### config.mk
export PLATFORM = sky130hd
export DESIGN_NAME = keypad_code_lock_controller_unit
export DESIGN_NICKNAME = d
export VERILOG_FILES = /design/src/hdl/kclc_pkg.sv /design/src/hdl/kclc_cfg.sv /design/src/hdl/kclc_step.sv /design/src/hdl/keypad_code_lock_controller_unit.sv
export SDC_FILE = /design/constraint.sdc
export NUM_CORES = 1
export LEC_CHECK = 0
export BUFFER_PORTS_ARGS = -buffer_cell sky130_fd_sc_hd__buf_2
export CAP_MARGIN = 25
export CORE_UTILIZATION = 38
export CTS_CLUSTER_DIAMETER = 200
export DETAILED_ROUTE_END_ITERATION = 12
export PLACE_DENSITY = 0.55
export SYNTH_ARGS = -nofsm -noshare
export SYNTH_HDL_FRONTEND = slang
export SYNTH_SLANG_ARGS = --single-unit
### constraint.sdc
create_clock -name clk_i -period 7.2 [get_ports clk_i]
set_input_delay 1.08 -clock clk_i [delete_from_list [all_inputs] [get_ports clk_i]]
set_output_delay 1.08 -clock clk_i [all_outputs]
set_load 0.02 [all_outputs]
### src/hdl/kclc_pkg.sv
// ----------------------------------------------------------------------------
// kclc_pkg
// Shared types and constants of the keypad code lock controller.
// ----------------------------------------------------------------------------
package kclc_pkg;

  // Keypad sample: bits 0..8 are keys 1..9, then star, zero, hash
  localparam int unsigned KEY_W = 12;
  localparam logic [KEY_W-1:0] KEY_ONE   = 12'd1;
  localparam logic [KEY_W-1:0] KEY_TWO   = 12'd2;
  localparam logic [KEY_W-1:0] KEY_THREE = 12'd4;
  localparam logic [KEY_W-1:0] KEY_FOUR  = 12'd8;
  localparam logic [KEY_W-1:0] KEY_STAR  = 12'd512;
  localparam logic [KEY_W-1:0] KEY_ZERO  = 12'd1024;
  localparam logic [KEY_W-1:0] KEY_HASH  = 12'd2048;

  localparam int unsigned FAIL_W  = 4;
  localparam int unsigned TIMER_W = 16;
  localparam int unsigned MODE_W  = 3;
  localparam int unsigned EV_W    = 4;
  localparam int unsigned SCROLL_W = 2;
  localparam int unsigned DIGOUT_W = 3;

  localparam logic [FAIL_W-1:0] FAIL_MAX = 4'd15;

  // Configuration port
  localparam int unsigned CFG_IDX_W  = 2;
  localparam int unsigned CFG_DATA_W = 16;
  localparam logic [CFG_IDX_W-1:0] CFG_FAIL_LIMIT = 2'd0;
  localparam logic [CFG_IDX_W-1:0] CFG_LOCKOUT    = 2'd1;
  localparam logic [CFG_IDX_W-1:0] CFG_OPEN_HOLD  = 2'd2;

  localparam logic [FAIL_W-1:0]  RST_FAIL_LIMIT = 4'd3;
  localparam logic [TIMER_W-1:0] RST_LOCKOUT    = 16'd10000;
  localparam logic [TIMER_W-1:0] RST_OPEN_HOLD  = 16'd2000;

  typedef enum logic [MODE_W-1:0] {
    MODE_MENU    = 3'd0,
    MODE_ENTER   = 3'd1,
    MODE_SET     = 3'd2,
    MODE_OLD     = 3'd3,
    MODE_NEW     = 3'd4,
    MODE_OPEN    = 3'd5,
    MODE_LOCKOUT = 3'd6
  } mode_e;

  typedef enum logic [EV_W-1:0] {
    EV_NONE     = 4'd0,
    EV_BEEP     = 4'd1,
    EV_OPENED   = 4'd2,
    EV_WRONG    = 4'd3,
    EV_LOCKOUT  = 4'd4,
    EV_SET_DONE = 4'd5,
    EV_CHANGED  = 4'd6,
    EV_REFUSED  = 4'd7,
    EV_CLOSED   = 4'd8
  } event_e;

  typedef struct packed {
    logic [FAIL_W-1:0]  fail_limit;
    logic [TIMER_W-1:0] lockout_ticks;
    logic [TIMER_W-1:0] open_hold_ticks;
  } cfg_t;

  // Scalar lock state (code storage and digit count travel separately)
  typedef struct packed {
    mode_e               mode;
    logic [KEY_W-1:0]    prev_keys;
    logic                old_match;
    logic [FAIL_W-1:0]   wrong;
    logic                mute;
    logic [SCROLL_W-1:0] scroll;
    logic [TIMER_W-1:0]  timer;
  } lock_state_t;

  typedef struct packed {
    logic                servo_on;
    logic [MODE_W-1:0]   mode;
    logic [DIGOUT_W-1:0] digits;
    logic [FAIL_W-1:0]   fail_count;
    logic                muted;
    logic [SCROLL_W-1:0] menu_pos;
    logic [EV_W-1:0]     event_res;
  } result_t;

endpackage

### src/hdl/kclc_cfg.sv
// ----------------------------------------------------------------------------
// kclc_cfg
// Configuration registers: write-only, decoded by register index.
// ----------------------------------------------------------------------------
module kclc_cfg (
  input  logic                               clk_i,
  input  logic                               rst_ni,
  input  logic                               cfg_we_i,
  input  logic [kclc_pkg::CFG_IDX_W-1:0]     cfg_idx_i,
  input  logic [kclc_pkg::CFG_DATA_W-1:0]    cfg_data_i,
  output kclc_pkg::cfg_t                     cfg_o
);
  import kclc_pkg::*;

  cfg_t cfg_q, cfg_d;

  always_comb begin
    cfg_d = cfg_q;
    if (cfg_we_i) begin
      unique case (cfg_idx_i)
        CFG_FAIL_LIMIT: cfg_d.fail_limit      = cfg_data_i[FAIL_W-1:0];
        CFG_LOCKOUT:    cfg_d.lockout_ticks   = cfg_data_i[TIMER_W-1:0];
        CFG_OPEN_HOLD:  cfg_d.open_hold_ticks = cfg_data_i[TIMER_W-1:0];
        default: ;  // drop writes beyond the register list
      endcase
    end
  end

  always_ff @(posedge clk_i or negedge rst_ni) begin
    if (!rst_ni) begin
      cfg_q.fail_limit      <= RST_FAIL_LIMIT;
      cfg_q.lockout_ticks   <= RST_LOCKOUT;
      cfg_q.open_hold_ticks <= RST_OPEN_HOLD;
    end else begin
      cfg_q <= cfg_d;
    end
  end

  assign cfg_o = cfg_q;

endmodule

### src/hdl/kclc_step.sv
// ----------------------------------------------------------------------------
// kclc_step
// Single-pass next-state and result logic for one keypad sample or tick.
// ----------------------------------------------------------------------------
module kclc_step #(
  parameter int unsigned CODE_DIGITS = 4,
  localparam int unsigned CNT_W = $clog2(CODE_DIGITS + 1),
  localparam int unsigned IDX_W = (CODE_DIGITS > 1) ? $clog2(CODE_DIGITS) : 1
) (
  input  kclc_pkg::cfg_t                                      cfg_i,
  input  kclc_pkg::lock_state_t                               st_i,
  input  logic [CNT_W-1:0]                                    cnt_i,
  input  logic [CODE_DIGITS-1:0][kclc_pkg::KEY_W-1:0]         code_i,
  input  logic [CODE_DIGITS-1:0][kclc_pkg::KEY_W-1:0]         buf_i,
  input  logic                                                action_i,
  input  logic [kclc_pkg::KEY_W-1:0]                          keys_i,
  output kclc_pkg::lock_state_t                               st_o,
  output logic [CNT_W-1:0]                                    cnt_o,
  output logic [CODE_DIGITS-1:0][kclc_pkg::KEY_W-1:0]         code_o,
  output logic [CODE_DIGITS-1:0][kclc_pkg::KEY_W-1:0]         buf_o,
  output kclc_pkg::result_t                                   res_o
);
  import kclc_pkg::*;

  localparam logic [CNT_W-1:0] CNT_FULL = CNT_W'(CODE_DIGITS);

  logic                                  busy, press, tmr_done;
  logic                                  is_star, is_hash, room, full;
  logic                                  take_digit, chg_digit, hash_full, last_digit;
  logic                                  eq_old, eq_new, lock_trip;
  logic [CNT_W-1:0]                      cnt_inc;
  logic [IDX_W-1:0]                      wr_idx;
  logic [FAIL_W-1:0]                     wrong_inc;
  logic [CODE_DIGITS-1:0][KEY_W-1:0]     buf_new;
  mode_e                                 mode_d;
  logic [3:0]                            cnt_ext;

  // Decode the item against the current state
  assign busy      = (st_i.mode == MODE_OPEN) || (st_i.mode == MODE_LOCKOUT);
  assign press     = !action_i && (keys_i != '0) && (st_i.prev_keys == '0) && !busy;
  assign tmr_done  = st_i.timer <= TIMER_W'(1);
  assign is_star   = keys_i == KEY_STAR;
  assign is_hash   = keys_i == KEY_HASH;
  assign room      = cnt_i < CNT_FULL;
  assign full      = cnt_i == CNT_FULL;
  assign cnt_inc   = cnt_i + CNT_W'(1);
  assign wr_idx    = cnt_i[IDX_W-1:0];
  assign take_digit = !is_star && room;
  assign chg_digit  = !is_star && !is_hash && room;
  assign hash_full  = is_hash && full;
  assign last_digit = cnt_inc == CNT_FULL;
  assign wrong_inc  = (st_i.wrong == FAIL_MAX) ? st_i.wrong : st_i.wrong + FAIL_W'(1);
  assign lock_trip  = wrong_inc >= cfg_i.fail_limit;

  always_comb begin
    for (int i = 0; i < CODE_DIGITS; i++) begin
      buf_new[i] = (IDX_W'(i) == wr_idx) ? keys_i : buf_i[i];
    end
  end

  assign eq_old = code_i == buf_i;
  assign eq_new = code_i == buf_new;

  // Next mode
  always_comb begin
    mode_d = st_i.mode;
    if (action_i) begin
      if (busy && tmr_done) begin
        mode_d = MODE_MENU;
      end
    end else if (press) begin
      unique case (st_i.mode)
        MODE_MENU: begin
          if (keys_i == KEY_ONE) begin
            mode_d = MODE_ENTER;
          end else if (keys_i == KEY_TWO) begin
            mode_d = MODE_SET;
          end else if (keys_i == KEY_THREE) begin
            mode_d = MODE_OLD;
          end
        end
        MODE_ENTER: begin
          if (!take_digit && hash_full) begin
            if (eq_old) begin
              mode_d = MODE_OPEN;
            end else if (lock_trip) begin
              mode_d = MODE_LOCKOUT;
            end
          end
        end
        MODE_SET: begin
          if (hash_full) begin
            mode_d = MODE_MENU;
          end
        end
        MODE_OLD: begin
          if (chg_digit && last_digit) begin
            mode_d = MODE_NEW;
          end
        end
        MODE_NEW: begin
          if (chg_digit && last_digit) begin
            mode_d = MODE_MENU;
          end
        end
        default: ;
      endcase
    end
  end

  // Data path and event
  always_comb begin
    st_o           = st_i;
    st_o.mode      = mode_d;
    cnt_o          = cnt_i;
    code_o         = code_i;
    buf_o          = buf_i;
    res_o.event_res = EV_NONE;

    if (action_i) begin
      if (busy) begin
        if (tmr_done) begin
          st_o.timer = '0;
          if (st_i.mode == MODE_OPEN) begin
            res_o.event_res = EV_CLOSED;
          end
        end else begin
          st_o.timer = st_i.timer - TIMER_W'(1);
        end
      end
    end else begin
      st_o.prev_keys = keys_i;
      if (press) begin
        case (st_i.mode)
          MODE_MENU: begin
            res_o.event_res = EV_BEEP;
            if (is_star) begin
              st_o.scroll = st_i.scroll + SCROLL_W'(1);
            end else if (keys_i == KEY_ONE || keys_i == KEY_THREE) begin
              cnt_o = '0;
            end else if (keys_i == KEY_TWO) begin
              cnt_o  = '0;
              code_o = '0;
            end else if (keys_i == KEY_FOUR) begin
              st_o.mute = !st_i.mute;
            end
          end
          MODE_ENTER: begin
            if (take_digit) begin
              buf_o = buf_new;
              cnt_o = cnt_inc;
              res_o.event_res = EV_BEEP;
            end else if (hash_full) begin
              cnt_o = '0;
              if (eq_old) begin
                st_o.wrong = '0;
                st_o.timer = cfg_i.open_hold_ticks;
                res_o.event_res = EV_OPENED;
              end else begin
                st_o.wrong = wrong_inc;
                if (lock_trip) begin
                  st_o.timer = cfg_i.lockout_ticks;
                  res_o.event_res = EV_LOCKOUT;
                end else begin
                  res_o.event_res = EV_WRONG;
                end
              end
            end
          end
          MODE_SET: begin
            if (hash_full) begin
              cnt_o = '0;
              res_o.event_res = EV_SET_DONE;
            end else if (take_digit) begin
              for (int i = 0; i < CODE_DIGITS; i++) begin
                if (IDX_W'(i) == wr_idx) begin
                  code_o[i] = keys_i;
                end
              end
              cnt_o = cnt_inc;
              res_o.event_res = EV_BEEP;
            end
          end
          MODE_OLD, MODE_NEW: begin
            if (chg_digit) begin
              buf_o = buf_new;
              if (!last_digit) begin
                cnt_o = cnt_inc;
                res_o.event_res = EV_BEEP;
              end else begin
                cnt_o = '0;
                if (st_i.mode == MODE_OLD) begin
                  st_o.old_match = eq_new;
                  res_o.event_res = EV_BEEP;
                end else if (st_i.old_match) begin
                  code_o = buf_new;
                  res_o.event_res = EV_CHANGED;
                end else begin
                  res_o.event_res = EV_REFUSED;
                end
              end
            end
          end
          default: ;
        endcase
      end
    end

    cnt_ext          = 4'(cnt_o);
    res_o.servo_on   = mode_d == MODE_OPEN;
    res_o.mode       = mode_d;
    res_o.digits     = cnt_ext[DIGOUT_W-1:0];
    res_o.fail_count = st_o.wrong;
    res_o.muted      = st_o.mute;
    res_o.menu_pos   = st_o.scroll;
  end

endmodule

### src/hdl/keypad_code_lock_controller_unit.sv
// ----------------------------------------------------------------------------
// keypad_code_lock_controller_unit
// Keypad code lock: menu, code entry, code set/change, timed open and lockout.
// ----------------------------------------------------------------------------
// Path: an item is held in the input register and its result is then registered
//   in the result register.
// Throughput: one item per cycle unless out_ready_i stalls; the whole state update
//   is one combinational pass between the input register and the result register.
// Reset: rst_ni clears control state, returns to the menu, restores the
//   configuration defaults and sets every stored code digit to key zero.
// ----------------------------------------------------------------------------
module keypad_code_lock_controller_unit #(
  parameter int unsigned CODE_DIGITS = 4
) (
  input  logic                               clk_i,
  input  logic                               rst_ni,
  // configuration writes
  input  logic                               cfg_we_i,
  input  logic [kclc_pkg::CFG_IDX_W-1:0]     cfg_idx_i,
  input  logic [kclc_pkg::CFG_DATA_W-1:0]    cfg_data_i,
  // item channel
  input  logic                               in_valid_i,
  output logic                               in_ready_o,
  input  logic                               action_i,
  input  logic [kclc_pkg::KEY_W-1:0]         keys_i,
  // result channel
  output logic                               out_valid_o,
  input  logic                               out_ready_i,
  output logic                               servo_on_o,
  output logic [kclc_pkg::MODE_W-1:0]        mode_o,
  output logic [kclc_pkg::DIGOUT_W-1:0]      digits_entered_o,
  output logic [kclc_pkg::FAIL_W-1:0]        fail_count_o,
  output logic                               muted_o,
  output logic [kclc_pkg::SCROLL_W-1:0]      menu_position_o,
  output logic [kclc_pkg::EV_W-1:0]          event_res_o
);
  import kclc_pkg::*;

  localparam int unsigned CNT_W = $clog2(CODE_DIGITS + 1);

  cfg_t cfg;

  // Input register stage
  logic             in_vld_q, in_vld_d;
  logic             action_q;
  logic [KEY_W-1:0] keys_q;
  logic             in_xfer, advance;

  // Lock state
  lock_state_t                     st_q, st_d;
  logic [CNT_W-1:0]                cnt_q, cnt_d;
  logic [CODE_DIGITS-1:0][KEY_W-1:0] code_q, code_d;
  logic [CODE_DIGITS-1:0][KEY_W-1:0] buf_q, buf_d;

  // Result register stage
  logic    out_vld_q, out_vld_d;
  result_t res_q, res_d;

  kclc_cfg u_cfg (
    .clk_i      (clk_i),
    .rst_ni     (rst_ni),
    .cfg_we_i   (cfg_we_i),
    .cfg_idx_i  (cfg_idx_i),
    .cfg_data_i (cfg_data_i),
    .cfg_o      (cfg)
  );

  kclc_step #(
    .CODE_DIGITS (CODE_DIGITS)
  ) u_step (
    .cfg_i    (cfg),
    .st_i     (st_q),
    .cnt_i    (cnt_q),
    .code_i   (code_q),
    .buf_i    (buf_q),
    .action_i (action_q),
    .keys_i   (keys_q),
    .st_o     (st_d),
    .cnt_o    (cnt_d),
    .code_o   (code_d),
    .buf_o    (buf_d),
    .res_o    (res_d)
  );

  // Advance the held item into the result register whenever that register is
  // empty or its result is taken in the same cycle. The lock state commits at
  // the same edge, so items update the state strictly in transfer order.
  assign advance    = in_vld_q && (!out_vld_q || out_ready_i);
  assign in_ready_o = !in_vld_q || advance;
  assign in_xfer    = in_valid_i && in_ready_o;

  always_comb begin
    in_vld_d = in_vld_q;
    if (in_xfer) begin
      in_vld_d = 1'b1;
    end else if (advance) begin
      in_vld_d = 1'b0;
    end
  end

  always_comb begin
    out_vld_d = out_vld_q;
    if (advance) begin
      out_vld_d = 1'b1;
    end else if (out_ready_i) begin
      out_vld_d = 1'b0;
    end
  end

  always_ff @(posedge clk_i or negedge rst_ni) begin
    if (!rst_ni) begin
      in_vld_q  <= 1'b0;
      out_vld_q <= 1'b0;
      st_q      <= '{mode: MODE_MENU, default: '0};
      cnt_q     <= '0;
      code_q    <= {CODE_DIGITS{KEY_ZERO}};
    end else begin
      in_vld_q  <= in_vld_d;
      out_vld_q <= out_vld_d;
      if (advance) begin
        st_q   <= st_d;
        cnt_q  <= cnt_d;
        code_q <= code_d;
      end
    end
  end

  // Payload: item hold, entry buffer (undefined until written) and result
  always_ff @(posedge clk_i) begin
    if (in_xfer) begin
      action_q <= action_i;
      keys_q   <= keys_i;
    end
    if (advance) begin
      buf_q <= buf_d;
      res_q <= res_d;
    end
  end

  assign out_valid_o      = out_vld_q;
  assign servo_on_o       = res_q.servo_on;
  assign mode_o           = res_q.mode;
  assign digits_entered_o = res_q.digits;
  assign fail_count_o     = res_q.fail_count;
  assign muted_o          = res_q.muted;
  assign menu_position_o  = res_q.menu_pos;
  assign event_res_o      = res_q.event_res;

  // The door drive follows the open mode exactly
  a_door_mode: assert property (@(posedge clk_i) disable iff (!rst_ni)
    out_valid_o |-> (servo_on_o == (mode_o == MODE_OPEN)))
    else $error("door drive disagrees with mode");

  // An opened event always lands in the open mode with a cleared fail count
  a_opened: assert property (@(posedge clk_i) disable iff (!rst_ni)
    (out_valid_o && event_res_o == EV_OPENED) |->
      (mode_o == MODE_OPEN && fail_count_o == '0))
    else $error("opened event without open mode");

  // A lockout event means lockout mode with at least one recorded failure
  a_lockout: assert property (@(posedge clk_i) disable iff (!rst_ni)
    (out_valid_o && event_res_o == EV_LOCKOUT) |->
      (mode_o == MODE_LOCKOUT && fail_count_o != '0))
    else $error("lockout event inconsistent");

  // Closing returns to the menu
  a_closed: assert property (@(posedge clk_i) disable iff (!rst_ni)
    (out_valid_o && event_res_o == EV_CLOSED) |-> (mode_o == MODE_MENU))
    else $error("closed event outside menu");

  // A held item that cannot advance stays in the input register
  a_hold: assert property (@(posedge clk_i) disable iff (!rst_ni)
    (in_vld_q && !advance) |=> in_vld_q)
    else $error("stalled item lost from input register");

endmodule
==> results of run 1 <==
final cells by class:
class                      instances  area share
tap                              384     0.03810
clock buffer                      43     0.06468
clock inverter                     4    0.004365
multi-input combinational        652      0.4009
sequential                       207      0.4438
inverter                          70     0.02083
timing repair buffer              63     0.02738
critical path, stage by stage, from the launching register on:
cell and delay (ns):
dfrtp_1 0.42, inv_1 0.14, ha_1 0.85, nand4b_1 0.33, nor4_4 0.43, and2_4 0.28
nand2_4 0.08, a21o_1 0.31, a21oi_2 0.62, mux2_2 0.40
per-stage QoR:
stage            util  std cells  hold slack, ns
2_1_floorplan       -        979          0.4572
3_3_place_gp   0.4087       1375          0.4816
3_5_place_dp   0.4087       1375          0.4836
4_1_cts        0.4390       1422          0.4939
5_1_grt        0.4394       1423          0.5001
6_report       0.4394       1423          0.4923
metal layers:
metal  up-vias  GRT usage
met5         -          0
met4         2    0.06711
met3        63    0.03144
met2       212     0.2823
met1      3835     0.2779
li1       3618          -
how the worst max path moves through the flow:
stage | start | to | cells past startpoint | slack (ns)
after CTS | cnt_q[0] | st_q[1] | 9 | 3.19
final | cnt_q[0] | st_q[1] | 9 | 3.20
after global placement | out_ready_i | code_q[38] | 10 | 2.73
after global routing | cnt_q[0] | st_q[0] | 9 | 2.91
after floorplan | out_ready_i | buf_q[0] | 7 | 1.21
after detailed placement | out_ready_i | code_q[38] | 10 | 2.69
layout by cell type (no fill, tap or decap), drive strengths merged, types with 16 or more instances in the layout:
cell and instances:
dfstp 17, dfrtp 111, nand3 16, clkbuf 43, xnor2 104, nor2 26, a21oi 17, nor4 26
mux2i 64, nand2 57, o21ai 81, buf 63, mux2 105, inv 72, nand4 19, edfxtp 79
registers in the layout (all words and copies together), names as in the netlist:
name	cells
in_vld_q	1
mode_o	3
event_res_o	4
code_q	48
cnt_q	3
fail_count_o	4
servo_on_o	1
st_q	39
menu_position_o	2
muted_o	1
buf_q	48
digits_entered_o	3
u_cfg.cfg_o	36
out_valid_o	1
keys_q	12
action_q	1
power by group through the flow:
stage | Sequential (W) | Combinational [W] | Clock (W)
after global routing | 0.00138 | 0.000312 | 0.00136
after CTS | 0.00137 | 0.000284 | 0.00131
after global placement | 0.00139 | 0.000279 | 0
after floorplan | 0.00136 | 0.000204 | 0
after detailed placement | 0.00139 | 0.000283 | 0
final | 0.00137 | 0.000281 | 0.00129
cells by family after synthesis:
kind of cell | after synthesis
adder cells (fa/ha/maj) | 13
multiplexers | 169
XOR/XNOR | 107
AND/OR/NAND/NOR | 192
AO/OA/AOI/OAI | 171
flip-flops | 207
buffers and inverters | 120
==> out/metrics.cfg, run 1 <==
[worst_setup_path]
r2r-end=st_q[1]
endpoint_kind=flop
cp-start-kind=flop
path_max_fanout=14
rr_worst_depth=9
path_class=flop to flop
reg2reg_from=cnt_q[0]
cp.arrival_ns=4.42
r2r_setup_slack_ns=3.20
cp.required_ns=7.62

[synthesis]
synth_top_family_by_area=multiplexers
yosys.area_share.xor_xnor=0.08438
avgSynthCellArea_um2=11.34
ys.flop_type=dfrtp_1
synth_commonest_cells=dfrtp_1, mux2_2, xnor2_1
synth_compound_area_frac=0.09903
synth_area_leaders=dfrtp_1, edfxtp_1, mux2_2
syn_inst=979
synthArstFlopShare=0.6184
synth_top_area_cell=dfrtp_1
syn_area_um2=11110
synthMuxAreaShare=0.1642
synth_edf_count=79
synthSimpleGateAreaFrac=0.09047
synth_adder_area_share=0.01465
synth_seq_cells=207
yosysSeqAreaShare=0.5039
synth_most_common_cell=dfrtp_1
yosys_warnings=0
ys_types=65
syn_nets=1028
synth_top_area_share=0.2501

[timing]
fin_ws_ns=3.204
fin_crit_ns=3.996
clock.fmax_mhz=250.2
finalHoldViolCount=0
max_slew.worst_pin.slew_ns=1.019
relSlewSlack=0.3205
setup_tns_ns=0
setup_viol=0
rsz0062_at_grt=false
slew_violations=0
fin_crit_sh=0.5550
skew_ns=0.01793

[placement]
dpl_cell_area_um2=11730
port_buffers=55
place_hpwl_mm=19.56
dp_slack_ns=2.690
place_congestion=0.8507

[finish]
syn2layout_area_growth_pct=13.56
n_fill_cell=2737
n_antenna_cell=0
nNetsFinal=1069
seq_area_um2=5597
fin_area_um2=12610
drive_gt1_frac=0.2271
multi_input_area_um2=5056

[pwr]
ir_drop_mv=0.1952
p_per_area_nw_per_um2=232.6
leakagePower_nw=4.956
sw_frac_of_total=0.2524
pwr-share-seq=0.466
p_total_w=0.002934
p_switching_w=0.0007405
cellInternalPower_w=0.002193
comb_power_share=0.096
clkPwrFrac=0.438

[clock_network]
htreeDepth=1
cts-buffers-inserted=26
cts_tree=done
cts_resized=0
cts-root-buf=clkbuf_16
post_cts_buffers=0
cts.path.max_buffers=3
clkSinkCount=207
clk_latency_ns=0.55
clk_pin_slew_ns=0.06
cts.hold.buffers_added=0

[route]
wl_met3_mm=1.441
drt-initial-drc-count=593
viasPerCell=5.432
top_layer=met5
vias=7730
route.detailed.drc=0
ant_nets=0
first_pass_iters=5
wl_per_cell_um=19.87
routed_wirelength_mm=28.28
met2_length_mm=12.14
wl_met1_mm=13.69

[global_route]
grt_pass1_vias=7450
grt_pass1_wl_mm=44.28
grt_max_degree=86
grt-ovfl-total=0
track_usage=0.1897
antenna_found_initial=1

[hold_path]
hold_class=flop to flop
hold_end=st_q[17]
whs_path_depth=1
hold_start=st_q[17]

[outcome]
status=finished, final reports clean

[floorplanning]
die-area_um2=29910
floorplan.initialDensity=0.3869
fp.coreArea_um2=28700
fp.dieH_um=173.0
rows=62
die_w_um=173.0
io_pins=56

[job]
cap_viol_max_count=0

Note: power is estimated with default switching activity, not from simulation.
==> run 2: changes to the inputs <==
Settings changed: ABC_AREA set to 1, PLACE_DENSITY 0.55 to 0.57.
Clock period 7.2 ns to 3.57 ns, I/O delays scaled along.
==> out/metrics.cfg, run 2 <==
[outcome]
status=complete, but fails checks
violations=hold timing

[synthesis]
synth_top_area_share=0.2422  ; -0.007913
ys.flop_type=dfrtp_1
synth_seq_cells=207  ; unchanged
syn_area_um2=11470  ; +3.3%
synth_edf_count=79  ; unchanged
synth_commonest_cells=nand2_1, o21ai_0, inv_1
synth_top_area_cell=dfrtp_1
synthArstFlopShare=0.6184  ; unchanged
synth_area_leaders=dfrtp_1, edfxtp_1, nand2_1
synth_most_common_cell=nand2_1
ys_types=45  ; -31%
syn_nets=1483  ; +44%
yosys_warnings=0  ; unchanged
syn_inst=1434  ; +46%
avgSynthCellArea_um2=7.998  ; -29%
yosysSeqAreaShare=0.4880  ; -0.01594

[worst_setup_path]
cp-start-kind=flop
endpoint_kind=flop
rr_worst_depth=17  ; +8
path_class=flop to flop
cp.required_ns=3.96  ; -3.66 ns
cp.arrival_ns=3.19  ; -1.23 ns
path_max_fanout=32  ; +18

[clock_network]
post_cts_buffers=0  ; unchanged
cts.path.max_buffers=3  ; unchanged
cts-buffers-inserted=24  ; -7.7%
cts_tree=done
clk_latency_ns=0.52  ; -0.03 ns
clk_pin_slew_ns=0.06  ; about the same
cts-root-buf=clkbuf_16
cts.hold.buffers_added=0  ; unchanged
htreeDepth=1  ; unchanged
clkSinkCount=207  ; unchanged
cts_resized=0  ; unchanged

[global_route]
grt_max_degree=76  ; -12%
grt_pass1_vias=9259  ; +24%
track_usage=0.2205  ; +0.03071
grt-ovfl-total=0  ; unchanged
grt_pass1_wl_mm=52.76  ; +19%
antenna_found_initial=0  ; -1

[finish]
n_antenna_cell=0  ; unchanged
drive_gt1_frac=0.1201  ; -0.1070
reg_top3=buf_q x48, code_q x48, st_q x39
layout_commonest_cell=nand2_1
fin_cells=1905  ; +34%
final_util=0.4418  ; +0.002420
mostFrequentLayoutCells=nand2_1, o21ai_0, inv_1
syn2layout_area_growth_pct=14.18
nNetsFinal=1546  ; +45%

[hold_path]
hold_class=input port to async pin

[timing]
fin_crit_ns=2.799  ; -1.197 ns
fin_crit_sh=0.7840  ; +0.2290
max_slew.worst_pin.slew_ns=0.9967  ; -0.02253 ns
setup_tns_ns=0  ; unchanged
slew_violations=0  ; unchanged
finalHoldViolCount=4  ; +4
relSlewSlack=0.3337  ; +0.01316
skew_ns=0.009118  ; -0.008808 ns
rsz0062_at_grt=false
setup_viol=0  ; unchanged
clock.fmax_mhz=357.3  ; +43%
finalHoldWorstSlack_ns=-0.01534  ; -0.5077 ns

[floorplanning]
die_w_um=175.7  ; +1.6%
fp.dieH_um=175.7  ; +1.6%
die-area_um2=30880  ; +3.2%
floorplan.initialDensity=0.3869  ; about the same
fp.coreArea_um2=29640  ; +3.3%
io_pins=56  ; unchanged
rows=63  ; +1.6%

[placement]
port_buffers=55  ; unchanged
place_hpwl_mm=23.83  ; +22%
dp_cells=1860  ; +35%
place_congestion=0.8985  ; +5.6%

[route]
vias=9726  ; +26%
first_pass_iters=7  ; +2
wl_per_cell_um=17.51  ; -12%
ant_nets=0  ; unchanged
routed_wirelength_mm=33.36  ; +18%
viasPerCell=5.106  ; -6.0%
drt-initial-drc-count=843  ; +42%
route.detailed.drc=0  ; unchanged

[pwr]
ir_drop_mv=0.3573  ; +83%
p_total_w=0.006963  ; +140%
p_per_area_nw_per_um2=531.7  ; +130%
leakagePower_nw=6.044  ; +22%

[job]
cap_viol_max_count=0  ; unchanged

## run 2: final timing paths
path / from / slack (ns) / endpoint
min in group clk_i: action_i / 0.19 / action_q
worst max-delay path: st_q[20] / 0.77 / st_q[12]
worst min register to register: code_q[34] / 0.47 / code_q[34]
worst max register to register: st_q[20] / 0.77 / st_q[12]
max in group asynchronous: rst_ni / 2.74 / u_cfg.cfg_o[24]
worst min-delay path: rst_ni / -0.02 / st_q[17]
## run 2: critical path: stages (launching register included)
cell and delay (ns):
dfrtp_1 0.36, ha_1 0.18, nand2_1 0.06, inv_1 0.07, nand2_1 0.10, o21ai_0 0.26
ha_1 0.30, inv_1 0.06, nor2_1 0.03, o21ai_0 0.13, nand2_1 0.07, a31oi_1 0.28
nand2_1 0.12, nand2_1 0.19, a21boi_4 0.07, buf_4 0.23, nand2_1 0.09, o21ai_1 0.06
## run 2: metrics by stage
step	worst slack [ns]	area, um2	hold slack, ns
after floorplan	0.6407	11480	0.2399
after global placement	0.8222	12280	0.4610
after detailed placement	0.7867	12280	0.4638
after CTS	0.7514	13080	0.01619
after global routing	0.4163	13100	0.01650
final	0.7710	13100	-0.01534
## run 2: logic make-up after synthesis
group,share of synthesized area
xor+xnor,0.06491
fa+ha+maj,0.01418
flops,0.4880
compound gates,0.1022
buf+inv,0.06906
simple gates,0.2616
## run 2: cell type report
class | instances | area, um2
flip-flops and latches | 207 | 5597
inverters | 154 | 578.1
repair buffers | 83 | 533.0
multi-input cells | 1027 | 5096
fillers | 2993 | 16540
clock buffers | 35 | 734.5
well taps | 390 | 488.0
clock inverters | 9 | 68.82
## run 2: power by group
part / internal (W) / total [W] / switching, W
sequential: 0.00275 / 0.00291 / 0.000165
combinational: 0.000447 / 0.00155 / 0.00111
clock: 0.00149 / 0.00250 / 0.00100
total: 0.00469 / 0.00696 / 0.00227
## run 2: routing by layer
layer / track usage / share of wire
met1: 0.3255 / 0.47
met3: 0.03701 / 0.077
met2: 0.3348 / 0.44
met5: 0 / 0
met4: 0.05217 / 0.018
